**config.mk**
```make
export PLATFORM = sky130hd
export DESIGN_NAME = unit_bump_suballocator_top_flat
export DESIGN_NICKNAME = d
export VERILOG_FILES = /design/src/hw/rtl/ubsa_pkg.sv /design/src/hw/rtl/ubsa_req_if.sv /design/src/hw/rtl/ubsa_rsp_if.sv /design/src/hw/rtl/ubsa_ram.sv /design/src/hw/rtl/unit_bump_suballocator_top.sv /design/src/flat_wrapper.sv
export SDC_FILE = /design/constraint.sdc
export NUM_CORES = 1
export LEC_CHECK = 0
export BUFFER_PORTS_ARGS = -buffer_cell sky130_fd_sc_hd__buf_2
export CELL_PAD_IN_SITES_DETAIL_PLACEMENT = 0
export CELL_PAD_IN_SITES_GLOBAL_PLACEMENT = 1
export CORE_ASPECT_RATIO = 1.5
export CORE_MARGIN = 2
export CORE_UTILIZATION = 33
export DETAILED_ROUTE_END_ITERATION = 8
export PLACE_DENSITY = 0.61
export SKIP_LAST_GASP = 1
export SYNTH_ARGS = -nofsm -noshare
export SYNTH_HDL_FRONTEND = slang
export SYNTH_SLANG_ARGS = --single-unit
```
**constraint.sdc**
```tcl
create_clock -name clk -period 6 [get_ports clk]
set_input_delay 0.6 -clock clk [delete_from_list [all_inputs] [get_ports clk]]
set_output_delay 0.6 -clock clk [all_outputs]
set_load 0.05 [all_outputs]
```
**src/hw/rtl/ubsa_pkg.sv**
```systemverilog
// Shared types and constants of the unit bump suballocator.
// Used by the channel interfaces and the top level.
package ubsa_pkg;

	localparam int unsigned UNIT_BYTES_DEF  = 65536;
	localparam int unsigned NUM_UNITS_DEF   = 16;
	localparam int unsigned ORDER_DEPTH_DEF = 32;

	localparam int unsigned SIZE_W  = 24;
	localparam int unsigned ADDR_W  = 20;
	localparam int unsigned ROUND_W = SIZE_W + 1;
	localparam int unsigned LIVE_W  = 13;

	localparam logic [LIVE_W-1:0]  LIVE_MAX   = 13'h1FFF;
	localparam logic [ROUND_W-1:0] GRAIN_MASK = 25'hF;

	typedef enum logic {
		CMD_ALLOC = 1'b0,
		CMD_FREE  = 1'b1
	} cmd_t;

	typedef enum logic [1:0] {
		ST_OK        = 2'd0,
		ST_TOO_LARGE = 2'd1,
		ST_NO_UNIT   = 2'd2,
		ST_BAD_FREE  = 2'd3
	} status_t;

endpackage

```
**src/hw/rtl/ubsa_req_if.sv**
```systemverilog
// Request channel of the unit bump suballocator: valid/ready plus payload.
// Depends on ubsa_pkg for the command type and field widths.
interface ubsa_req_if;
	logic                          valid;
	logic                          ready;
	ubsa_pkg::cmd_t                command;
	logic [ubsa_pkg::SIZE_W-1:0]   size_bytes;
	logic [ubsa_pkg::ADDR_W-1:0]   address;

	modport source (output valid, output command, output size_bytes, output address,
		input ready);
	modport sink (input valid, input command, input size_bytes, input address,
		output ready);
endinterface

```
**src/hw/rtl/ubsa_rsp_if.sv**
```systemverilog
// Response channel of the unit bump suballocator: valid/ready plus payload.
// Depends on ubsa_pkg for the status type and field widths.
interface ubsa_rsp_if;
	logic                          valid;
	logic                          ready;
	logic [ubsa_pkg::ADDR_W-1:0]   granted_address;
	ubsa_pkg::status_t             status;

	modport source (output valid, output granted_address, output status, input ready);
	modport sink (input valid, input granted_address, input status, output ready);
endinterface

```
**src/hw/rtl/ubsa_ram.sv**
```systemverilog
// Generic single-write, single-read RAM with registered read data.
// Stand-alone; no package dependencies.
module ubsa_ram #(
	parameter int unsigned WIDTH = 8,
	parameter int unsigned DEPTH = 16
) (
	input  logic                       clk,
	input  logic                       we,
	input  logic [$clog2(DEPTH)-1:0]   waddr,
	input  logic [WIDTH-1:0]           wdata,
	input  logic [$clog2(DEPTH)-1:0]   raddr,
	output logic [WIDTH-1:0]           rdata
);

	logic [WIDTH-1:0] mem_q [DEPTH];

	always_ff @(posedge clk) begin
		if (we) begin
			mem_q[waddr] <= wdata;
		end
		rdata <= mem_q[raddr];
	end

endmodule

```
**src/hw/rtl/unit_bump_suballocator_top.sv**
```systemverilog
// Unit bump suballocator: alloc/free over a pool of fixed-size units.
// Depends on ubsa_pkg, ubsa_req_if, ubsa_rsp_if and ubsa_ram.
//
//   channel | dir | handshake   | payload
//   --------+-----+-------------+-------------------------------------
//   req     | in  | valid/ready | command, size_bytes, address
//   rsp     | out | valid/ready | granted_address, status
//
// One request at a time through a small sequencer around a multiplier shared by the allocate states.
// Allocate: read the order-stack top and check the fit there; a fresh unit is opened
// when it does not fit. Free: the unit index comes from a constant reciprocal multiply
// in one step, then the unit's counters are read and checked. A free that closes its unit
// checks the order-stack top and examines entries below it; each of those waits on the order RAM read.
// Requests rejected on arrival (too large, address past the pool) go straight to the response.
// Reset is immediate: unit state sits behind in-use flags, no clearing pass.
// A finished response sits in the output register; the next request is taken
// while it waits, and the block only holds in its last step if it is still full.
module unit_bump_suballocator_top #(
	parameter int unsigned UNIT_BYTES  = ubsa_pkg::UNIT_BYTES_DEF,
	parameter int unsigned NUM_UNITS   = ubsa_pkg::NUM_UNITS_DEF,
	parameter int unsigned ORDER_DEPTH = ubsa_pkg::ORDER_DEPTH_DEF
) (
	input  logic         clk,
	input  logic         arst_n,
	ubsa_req_if.sink     req,
	ubsa_rsp_if.source   rsp
);

	localparam int unsigned UW  = $clog2(NUM_UNITS);
	localparam int unsigned FW  = $clog2(UNIT_BYTES + 1);
	localparam int unsigned SCW = $clog2(NUM_UNITS + 1);
	localparam int unsigned OPW = $clog2(ORDER_DEPTH);
	localparam int unsigned OCW = $clog2(ORDER_DEPTH + 1);
	localparam int unsigned PW  = UW + FW;
	localparam int unsigned AW  = ubsa_pkg::ADDR_W;
	localparam int unsigned LW  = ubsa_pkg::LIVE_W;
	localparam int unsigned RW  = ubsa_pkg::ROUND_W;
	localparam longint unsigned POOL_BYTES = longint'(NUM_UNITS) * longint'(UNIT_BYTES);
	// The reciprocal is rounded up with AW extra bits, which makes the quotient
	// exact for every address of AW bits.
	localparam int unsigned RSH = AW + $clog2(UNIT_BYTES);
	localparam longint unsigned RECIP =
		((64'd1 << RSH) + 64'(UNIT_BYTES) - 64'd1) / 64'(UNIT_BYTES);

	typedef enum logic [10:0] {
		S_IDLE   = 11'b000_0000_0001,
		S_A_TOP  = 11'b000_0000_0010,
		S_A_FIT  = 11'b000_0000_0100,
		S_A_OPEN = 11'b000_0000_1000,
		S_F_DIV  = 11'b000_0001_0000,
		S_F_RD   = 11'b000_0010_0000,
		S_F_CHK  = 11'b000_0100_0000,
		S_F_TOP  = 11'b000_1000_0000,
		S_F_READ = 11'b001_0000_0000,
		S_F_SCAN = 11'b010_0000_0000,
		S_DONE   = 11'b100_0000_0000
	} state_t;

	state_t                  state_q;
	logic [NUM_UNITS-1:0]    in_use_q;
	logic [OCW-1:0]          order_count_q;
	logic [OPW-1:0]          order_wr_q;
	logic [SCW-1:0]          slot_count_q;
	logic [SCW-1:0]          lowmark_q;
	logic [UW-1:0]           unit_q;
	logic [FW-1:0]           bytes_q;
	logic [AW-1:0]           addr_q;
	logic [AW-1:0]           res_addr_q;
	ubsa_pkg::status_t       res_status_q;
	logic                    out_valid_q;
	logic [AW-1:0]           out_addr_q;
	ubsa_pkg::status_t       out_status_q;

	logic [OPW-1:0]          order_top;
	logic [RW-1:0]           rounded;
	logic                    too_large;
	logic [UW-1:0]           new_unit;
	logic [UW-1:0]           mul_a;
	logic [PW-1:0]           prod;
	logic [63:0]             quot_full;
	logic [FW:0]             fill_sum;
	logic                    fits;
	logic [AW-1:0]           granted_sum;
	logic [LW-1:0]           live_dec;
	logic                    bad_free;
	logic                    load_out;

	logic                    unit_we;
	logic [UW-1:0]           unit_waddr;
	logic [UW-1:0]           unit_raddr;
	logic [FW-1:0]           fill_wdata;
	logic [FW-1:0]           fill_rdata;
	logic                    live_we;
	logic [LW-1:0]           live_wdata;
	logic [LW-1:0]           live_rdata;
	logic [UW-1:0]           order_rdata;
	logic                    slot_we;
	logic [UW-1:0]           slot_rdata;

	assign req.ready           = (state_q == S_IDLE);
	assign rsp.valid           = out_valid_q;
	assign rsp.granted_address = out_addr_q;
	assign rsp.status          = out_status_q;

	always_comb begin
		order_top = (order_wr_q == '0) ? OPW'(ORDER_DEPTH - 1) : order_wr_q - 1'b1;
		rounded   = (RW'(req.size_bytes) + ubsa_pkg::GRAIN_MASK) & ~ubsa_pkg::GRAIN_MASK;
		too_large = 32'(rounded) >= 32'(UNIT_BYTES);

		// Slots below the low-water mark were never pushed back; their units are computed
		// from the slot index instead of read, which pops unit 0 first.
		if (SCW'(slot_count_q) < lowmark_q) begin
			new_unit = UW'(NUM_UNITS - 1) - UW'(slot_count_q);
		end else begin
			new_unit = slot_rdata;
		end

		if (state_q == S_A_OPEN) begin
			mul_a = new_unit;
		end else begin
			mul_a = unit_q;
		end
		prod      = PW'(mul_a) * PW'(UNIT_BYTES);
		quot_full = (64'(addr_q) * RECIP) >> RSH;

		fill_sum = (FW+1)'(fill_rdata) + (FW+1)'(bytes_q);
		fits     = (order_count_q != '0) && in_use_q[unit_q]
			&& (fill_sum <= (FW+1)'(UNIT_BYTES))
			&& (fill_rdata < FW'(UNIT_BYTES))
			&& (live_rdata < ubsa_pkg::LIVE_MAX);
		granted_sum = AW'(prod) + ((state_q == S_A_OPEN) ? '0 : AW'(fill_rdata));
		live_dec    = live_rdata - 1'b1;
		bad_free    = !in_use_q[unit_q] || (live_rdata == '0);
		load_out    = (state_q == S_DONE) && (!out_valid_q || rsp.ready);

		unit_raddr = (state_q == S_A_TOP) ? order_rdata : unit_q;
		unit_waddr = (state_q == S_A_OPEN) ? new_unit : unit_q;
		unit_we    = ((state_q == S_A_FIT) && fits) || (state_q == S_A_OPEN);
		fill_wdata = (state_q == S_A_OPEN) ? bytes_q : fill_sum[FW-1:0];
		live_we    = unit_we || ((state_q == S_F_CHK) && !bad_free);
		if (state_q == S_A_OPEN) begin
			live_wdata = LW'(1);
		end else if (state_q == S_F_CHK) begin
			live_wdata = live_dec;
		end else begin
			live_wdata = live_rdata + 1'b1;
		end
		slot_we = (state_q == S_F_CHK) && !bad_free && (live_dec == '0)
			&& (slot_count_q < SCW'(NUM_UNITS));
	end

	ubsa_ram #(.WIDTH(FW), .DEPTH(NUM_UNITS)) u_fill_ram (
		.clk   (clk),
		.we    (unit_we),
		.waddr (unit_waddr),
		.wdata (fill_wdata),
		.raddr (unit_raddr),
		.rdata (fill_rdata)
	);

	ubsa_ram #(.WIDTH(LW), .DEPTH(NUM_UNITS)) u_live_ram (
		.clk   (clk),
		.we    (live_we),
		.waddr (unit_waddr),
		.wdata (live_wdata),
		.raddr (unit_raddr),
		.rdata (live_rdata)
	);

	ubsa_ram #(.WIDTH(UW), .DEPTH(ORDER_DEPTH)) u_order_ram (
		.clk   (clk),
		.we    (state_q == S_A_OPEN),
		.waddr (order_wr_q),
		.wdata (new_unit),
		.raddr (order_top),
		.rdata (order_rdata)
	);

	ubsa_ram #(.WIDTH(UW), .DEPTH(NUM_UNITS)) u_slot_ram (
		.clk   (clk),
		.we    (slot_we),
		.waddr (UW'(slot_count_q)),
		.wdata (unit_q),
		.raddr (UW'(slot_count_q - 1'b1)),
		.rdata (slot_rdata)
	);

	always_ff @(posedge clk or negedge arst_n) begin
		if (!arst_n) begin
			state_q       <= S_IDLE;
			in_use_q      <= '0;
			order_count_q <= '0;
			order_wr_q    <= '0;
			slot_count_q  <= SCW'(NUM_UNITS);
			lowmark_q     <= SCW'(NUM_UNITS);
			out_valid_q   <= 1'b0;
		end else begin
			if (load_out) begin
				out_valid_q <= 1'b1;
			end else if (rsp.valid && rsp.ready) begin
				out_valid_q <= 1'b0;
			end
			unique case (state_q)
				S_IDLE: begin
					if (req.valid) begin
						res_addr_q   <= '0;
						res_status_q <= ubsa_pkg::ST_OK;
						bytes_q      <= FW'(rounded);
						addr_q       <= req.address;
						unit_q       <= '0;
						if (req.command == ubsa_pkg::CMD_ALLOC) begin
							if (too_large) begin
								res_status_q <= ubsa_pkg::ST_TOO_LARGE;
								state_q      <= S_DONE;
							end else begin
								state_q <= S_A_TOP;
							end
						end else if (64'(req.address) >= POOL_BYTES) begin
							res_status_q <= ubsa_pkg::ST_BAD_FREE;
							state_q      <= S_DONE;
						end else begin
							state_q <= S_F_DIV;
						end
					end
				end
				S_A_TOP: begin
					unit_q  <= order_rdata;
					state_q <= S_A_FIT;
				end
				S_A_FIT: begin
					if (fits) begin
						res_addr_q <= granted_sum;
						state_q    <= S_DONE;
					end else if (slot_count_q == '0) begin
						res_status_q <= ubsa_pkg::ST_NO_UNIT;
						state_q      <= S_DONE;
					end else begin
						slot_count_q <= slot_count_q - 1'b1;
						state_q      <= S_A_OPEN;
					end
				end
				S_A_OPEN: begin
					in_use_q[new_unit] <= 1'b1;
					order_wr_q <= (order_wr_q == OPW'(ORDER_DEPTH - 1)) ? '0
						: order_wr_q + 1'b1;
					if (order_count_q < OCW'(ORDER_DEPTH)) begin
						order_count_q <= order_count_q + 1'b1;
					end
					if (slot_count_q < lowmark_q) begin
						lowmark_q <= slot_count_q;
					end
					res_addr_q <= granted_sum;
					state_q    <= S_DONE;
				end
				S_F_DIV: begin
					// The address was checked against the pool size, so the
					// quotient always names a real unit.
					unit_q  <= quot_full[UW-1:0];
					state_q <= S_F_RD;
				end
				S_F_RD: begin
					state_q <= S_F_CHK;
				end
				S_F_CHK: begin
					if (bad_free) begin
						res_status_q <= ubsa_pkg::ST_BAD_FREE;
						state_q      <= S_DONE;
					end else if (live_dec == '0) begin
						in_use_q[unit_q] <= 1'b0;
						if (slot_count_q < SCW'(NUM_UNITS)) begin
							slot_count_q <= slot_count_q + 1'b1;
						end
						state_q <= (order_count_q != '0) ? S_F_TOP : S_DONE;
					end else begin
						state_q <= S_DONE;
					end
				end
				S_F_TOP: begin
					if (order_rdata == unit_q) begin
						order_wr_q    <= order_top;
						order_count_q <= order_count_q - 1'b1;
						state_q <= (order_count_q != OCW'(1)) ? S_F_READ : S_DONE;
					end else begin
						state_q <= S_DONE;
					end
				end
				S_F_READ: begin
					state_q <= S_F_SCAN;
				end
				S_F_SCAN: begin
					// Entries below the freed unit whose units are closed are stale.
					if (!in_use_q[order_rdata]) begin
						order_wr_q    <= order_top;
						order_count_q <= order_count_q - 1'b1;
						state_q <= (order_count_q != OCW'(1)) ? S_F_READ : S_DONE;
					end else begin
						state_q <= S_DONE;
					end
				end
				S_DONE: begin
					if (load_out) begin
						out_addr_q   <= res_addr_q;
						out_status_q <= res_status_q;
						state_q      <= S_IDLE;
					end
				end
				default: begin
					state_q <= S_IDLE;
				end
			endcase
		end
	end

	// Every unit is either open or sitting on the free-slot stack.
	a_slot_balance: assert property (@(posedge clk) disable iff (!arst_n)
		(state_q == S_IDLE) |->
		($countones(in_use_q) + int'(slot_count_q)) == int'(NUM_UNITS))
		else $error("open units and free slots do not add up to the pool size");

	a_order_bound: assert property (@(posedge clk) disable iff (!arst_n)
		order_count_q <= OCW'(ORDER_DEPTH))
		else $error("order stack count beyond its depth");

	a_fail_no_addr: assert property (@(posedge clk) disable iff (!arst_n)
		(rsp.valid && (rsp.status != ubsa_pkg::ST_OK)) |-> (rsp.granted_address == '0))
		else $error("failed request carries a granted address");

	a_busy_after_take: assert property (@(posedge clk) disable iff (!arst_n)
		(req.valid && req.ready) |=> (state_q != S_IDLE))
		else $error("request transfer did not start the sequencer");

endmodule
```
**src/flat_wrapper.sv**
```systemverilog
// flat-port wrapper written by rule: the top's interface ports become plain ports
module unit_bump_suballocator_top_flat 
#(
	parameter int unsigned UNIT_BYTES  = ubsa_pkg::UNIT_BYTES_DEF,
	parameter int unsigned NUM_UNITS   = ubsa_pkg::NUM_UNITS_DEF,
	parameter int unsigned ORDER_DEPTH = ubsa_pkg::ORDER_DEPTH_DEF
)
  (clk, arst_n, req_valid, req_command, req_size_bytes, req_address, req_ready, rsp_valid, rsp_granted_address, rsp_status, rsp_ready);
  ubsa_req_if req_i ();
  ubsa_rsp_if rsp_i ();
  input  logic clk;
  input  logic arst_n;
  input wire logic [$bits(req_i.valid)-1:0] req_valid;
  input wire logic [$bits(req_i.command)-1:0] req_command;
  input wire logic [$bits(req_i.size_bytes)-1:0] req_size_bytes;
  input wire logic [$bits(req_i.address)-1:0] req_address;
  output wire logic [$bits(req_i.ready)-1:0] req_ready;
  output wire logic [$bits(rsp_i.valid)-1:0] rsp_valid;
  output wire logic [$bits(rsp_i.granted_address)-1:0] rsp_granted_address;
  output wire logic [$bits(rsp_i.status)-1:0] rsp_status;
  input wire logic [$bits(rsp_i.ready)-1:0] rsp_ready;
  assign req_i.valid = req_valid;
  assign req_i.command = req_command;
  assign req_i.size_bytes = req_size_bytes;
  assign req_i.address = req_address;
  assign req_ready = req_i.ready;
  assign rsp_valid = rsp_i.valid;
  assign rsp_granted_address = rsp_i.granted_address;
  assign rsp_status = rsp_i.status;
  assign rsp_i.ready = rsp_ready;
  unit_bump_suballocator_top #(.UNIT_BYTES(UNIT_BYTES), .NUM_UNITS(NUM_UNITS), .ORDER_DEPTH(ORDER_DEPTH)) u_core (.clk(clk), .arst_n(arst_n), .req(req_i), .rsp(rsp_i));
endmodule
```
==> results.json <==
{
  "outcome": "completed",
  "setup_ws_ns": 1.220,
  "cts_hold_buf": 0,
  "ir_drop_uv": 266.8,
  "drt_first_pass_iters": 7,
  "clockRootBuffer": "clkbuf_16",
  "crit_arrival_ns": 5.08,
  "htree_num_levels": 3,
  "timing.hold.ws_ns": 0.07738,
  "clk_pin_slew_ns": 0.06,
  "postRouteAntennaNets": 0,
  "grt_overflow": 0,
  "grt_pass1_vias": 21370,
  "yosysUniqueCellTypes": 82,
  "drc_errors": 0,
  "final_cells": 4026,
  "synthArstFlopShare_pct": 5.947,
  "die_area_sq_um": 108700,
  "cts_resized": 0,
  "grt_start_max_net_pins": 144,
  "track_usage_pct": 16.21,
  "die_h_um": 402.7,
  "power.clock.fraction_pct": 31.3,
  "synth-seq-area-share_pct": 68.97,
  "leakagePower_uw": 0.01298,
  "dp_slack_ns": 1.277,
  "synth-edff-count": 737,
  "required_ns": 6.30,
  "die_x_um": 269.8,
  "period_share_pct": 79.66,
  "core_sq_um": 105400,
  "startpoint_type": "flip-flop",
  "slowest_stage": "clkinv_1",
  "power_switching_uw": 5304,
  "final_nets": 2639,
  "dp_hpwl_um": 55260,
  "numCtsBuffers": 79,
  "wl_um": 89090,
  "cpPeakStageDelay_ns": 0.71,
  "synth_xor_area_share_pct": 1.227,
  "numClockSinks": 824,
  "drv_cap": 0,
  "synth_compound_area_share_pct": 10.31,
  "io_pins": 73,
  "clock_latency_ns": 0.67,
  "cts_tree": "yes",
  "area.sequential_sq_um": 24120,
  "ys_seq_elements": 824,
  "syn_area_sq_um": 34970,
  "synth_top_family_by_area": "simple AND/OR/NAND/NOR gates",
  "grt_pass1_wl_um": 132800,
  "area_growth_pct": 14.94,
  "drt_iter0_markers": 1407,
  "crit_type": "flip-flop to flip-flop",
  "p_seq_share_pct": 45.8,
  "gp_congestion": 0.8034,
  "fillers": 9864,
  "wire_per_inst_um": 22.13,
  "fin_util_pct": 38.14,
  "antenna_found_initial": 2,
  "hold_class": "input pin to asynchronous set/reset pin",
  "end_kind": "flip-flop",
  "ys.flop_type": "edfxtp_1",
  "vias": 21070,
  "p_per_area_nw_per_um2": 426.3,
  "hold_viol": 0,
  "worstPathCellList": "ha_1, a21o_1, a21o_1, a21o_1, a21oi_1, mux2i_1, inv_1, mux2i_2, buf_4, clkinv_1, nor4_2, buf_4",
  "rsz0062_at_grt": "false",
  "synth_nets": 2578,
  "maxSlewHeadroom_pct": 16.58,
  "yosysWarningCount": 0,
  "avgSynthCellArea_sq_um": 14.03,
  "tightestPinTransition_ns": 1.251,
  "post-cts-setup-buffers": 0,
  "cp_max_fo": 17,
  "layout_min_cycle_time_ns": 4.780,
  "synthAdderAreaFrac_pct": 1.345,
  "layout-drive-gt1-share_pct": 15.53,
  "synth_mux_area_share_pct": 4.841,
  "viasPerCell": 5.234,
  "antenna_cells": 0,
  "cpMostUsedCell": "a21o_1",
  "path_delay_family": "buffers and inverters",
  "crit_buf_inv": 4,
  "p_comb_share_pct": 22.8,
  "row_count": 146,
  "io_buffers": 56,
  "setup_violations": 0,
  "synth_cells": 2492,
  "clock.fmax_mhz": 209.2,
  "switching_share_pct": 30.95,
  "multi_input_comb_area_sq_um": 10370,
  "intPower_uw": 11830,
  "tns_ns": 0,
  "dp.cells": 3878,
  "clock_path_buffers": 3,
  "yosys.area_share.simple_pct": 10.99,
  "finalClockSkew_ns": 0.04260,
  "drv_slew": 0,
  "initial_core_util_pct": 33.18
}
-- routing by layer --
metal	vias up	routed length, um	share of wire [%]	global-route usage, %
met4	4	3451	3.9	7.183
met1	10700	34210	38	18.07
met3	157	3398	3.8	2.167
li1	9749	-	-	-
met2	462	48010	54	30.55
met5	-	21	0.024	0
-- cells by family (layout without fill, tap and decap cells) --
family | count (synthesis) | after routing
AOI/OAI and AO/OA | 527 | 527
xor gates and xnor gates | 49 | 49
adders and majority gates | 37 | 37
buffers and inverters | 197 | 325
DFF | 824 | 824
muxes | 90 | 90
and+or+nand+nor | 768 | 768
-- synthesized netlist by cell type (4+ instances only) --
cell        n  area (sq um)
or2_2       7         43.79
nor4_1     44         275.3
edfxtp_1  737         22130
nor3_1     16         80.08
nand2_1   325          1220
a311oi_1   60         525.5
dfrtp_1    46          1151
nor2b_1    12         75.07
mux4_2     62          1396
and3_1     11         68.82
nand4_1    17         106.4
or4_1       5         37.54
or3_1      14         87.58
nand4b_1    9         78.83
a31oi_1    67         419.2
o211ai_1    7         52.55
nand3b_1    6         45.04
a22o_1      7         61.31
clkbuf_1  129         484.2
nor2_1     86         322.8
a211oi_1  155          1164
o22ai_1     4         25.02
and4b_1     5         50.05
xnor2_1    29         254.0
nand3_1    26         130.1
dfxtp_1    38         760.7
inv_1      33         123.9
a21o_1     11         82.58
mux2_2     10         112.6
xor2_1     20         175.2
o21ai_0    72         360.4
nand2b_1   12         75.07
ha_1       36         450.4
buf_1       7         26.28
o31ai_1     4         30.03
mux2i_1    17         170.2
nor3b_1     4         30.03
buf_6       4         45.04
buf_2      21         105.1
a21oi_1    94         470.5
and2_1    153         957.2
-- power by group through the flow --
stage                     clock [uW]  combinational [uW]  sequential [uW]
after detailed placement           0                3940             7970
after CTS                       5490                3960             7860
after global routing            5700                4320             7870
after floorplan                    0                2510             7840
final                           5370                3910             7850
after global placement             0                3830             7970
-- per-stage QoR --
stage | power (uW) | instance area (sq um)
floorplan | 10340 | 34970
global placement | 11810 | 37380
detailed placement | 11910 | 37380
CTS | 17310 | 40190
global route | 17890 | 40200
finish | 17140 | 40200
-- area by class of cell --
class,count,area share [%]
clock inverters,47,1.572
well taps,1406,4.377
multi-input cells,1471,25.79
repair buffers,142,2.490
flip-flops and latches,824,60.01
inverters,35,0.3268
clock buffers,101,5.435
-- state kept, by name, summed over array words and instances, names as in the netlist, 4 cells and up --
name and cells:
u_core.res_addr_q 20, u_core.u_fill_ram.mem_q 272, u_core.lowmark_q 5, u_core.slot_count_q 5, u_core.u_fill_ram.rdata 17, u_core.u_slot_ram.rdata 4, u_core.order_count_q 6, u_core.u_order_ram.rdata 4
u_core.unit_q 4, u_core.bytes_q 13, u_core.u_live_ram.rdata 13, u_core.u_order_ram.mem_q 128, u_core.order_wr_q 5, u_core.u_slot_ram.mem_q 64, u_core.rsp.granted_address 20, u_core.state_q 11
u_core.addr_q 4, u_core.u_live_ram.mem_q 208, u_core.in_use_q 16
-- cells in the final DEF, fill, tap and decap left out, types with 33 or more instances in the layout --
cell type and instances:
a21oi_1 91, and2_1 153, inv_1 33, clkbuf_16 83, nand2_1 324, o21ai_0 71
a31oi_1 67, a311oi_1 60, buf_2 56, mux4_2 62, dfxtp_1 38, buf_4 80
ha_1 36, dfrtp_1 46, nor2_1 85, a211oi_1 155, edfxtp_1 737
-- worst register-to-register path, stage by stage (launching register included) --
cell and delay, ns:
dfrtp_1 0.52, ha_1 0.30, a21o_1 0.15, a21o_1 0.20
a21o_1 0.22, a21oi_1 0.41, mux2i_1 0.40, inv_1 0.15
mux2i_2 0.17, buf_4 0.32, clkinv_1 0.71, nor4_2 0.45
buf_4 0.42
-- path summary, 6_finish.rpt --
kind / end / cells after the start / start / slack, ns
min in group clk: u_core.addr_q[18]$_DFFE_PP_ / 1 / req_address[18] / 0.12
setup reg to reg: u_core.u_fill_ram.mem_q[2][5]$_DFFE_PP_ / 12 / u_core.slot_count_q[1]$_DFFE_PN0P_ / 1.22
setup / recovery: u_core.u_fill_ram.mem_q[2][5]$_DFFE_PP_ / 12 / u_core.slot_count_q[1]$_DFFE_PN0P_ / 1.22
hold / removal: u_core.order_count_q[3]$_DFFE_PN0P_ / 2 / arst_n / 0.08
hold reg to reg: u_core.rsp.granted_address[12]$_DFFE_PP_ / 0 / u_core.res_addr_q[12]$_SDFFCE_PP0P_ / 0.42
max in group asynchronous: u_core.slot_count_q[2]$_DFFE_PN0P_ / 2 / arst_n / 5.43
No activity file was read; power rests on OpenSTA's default activity.
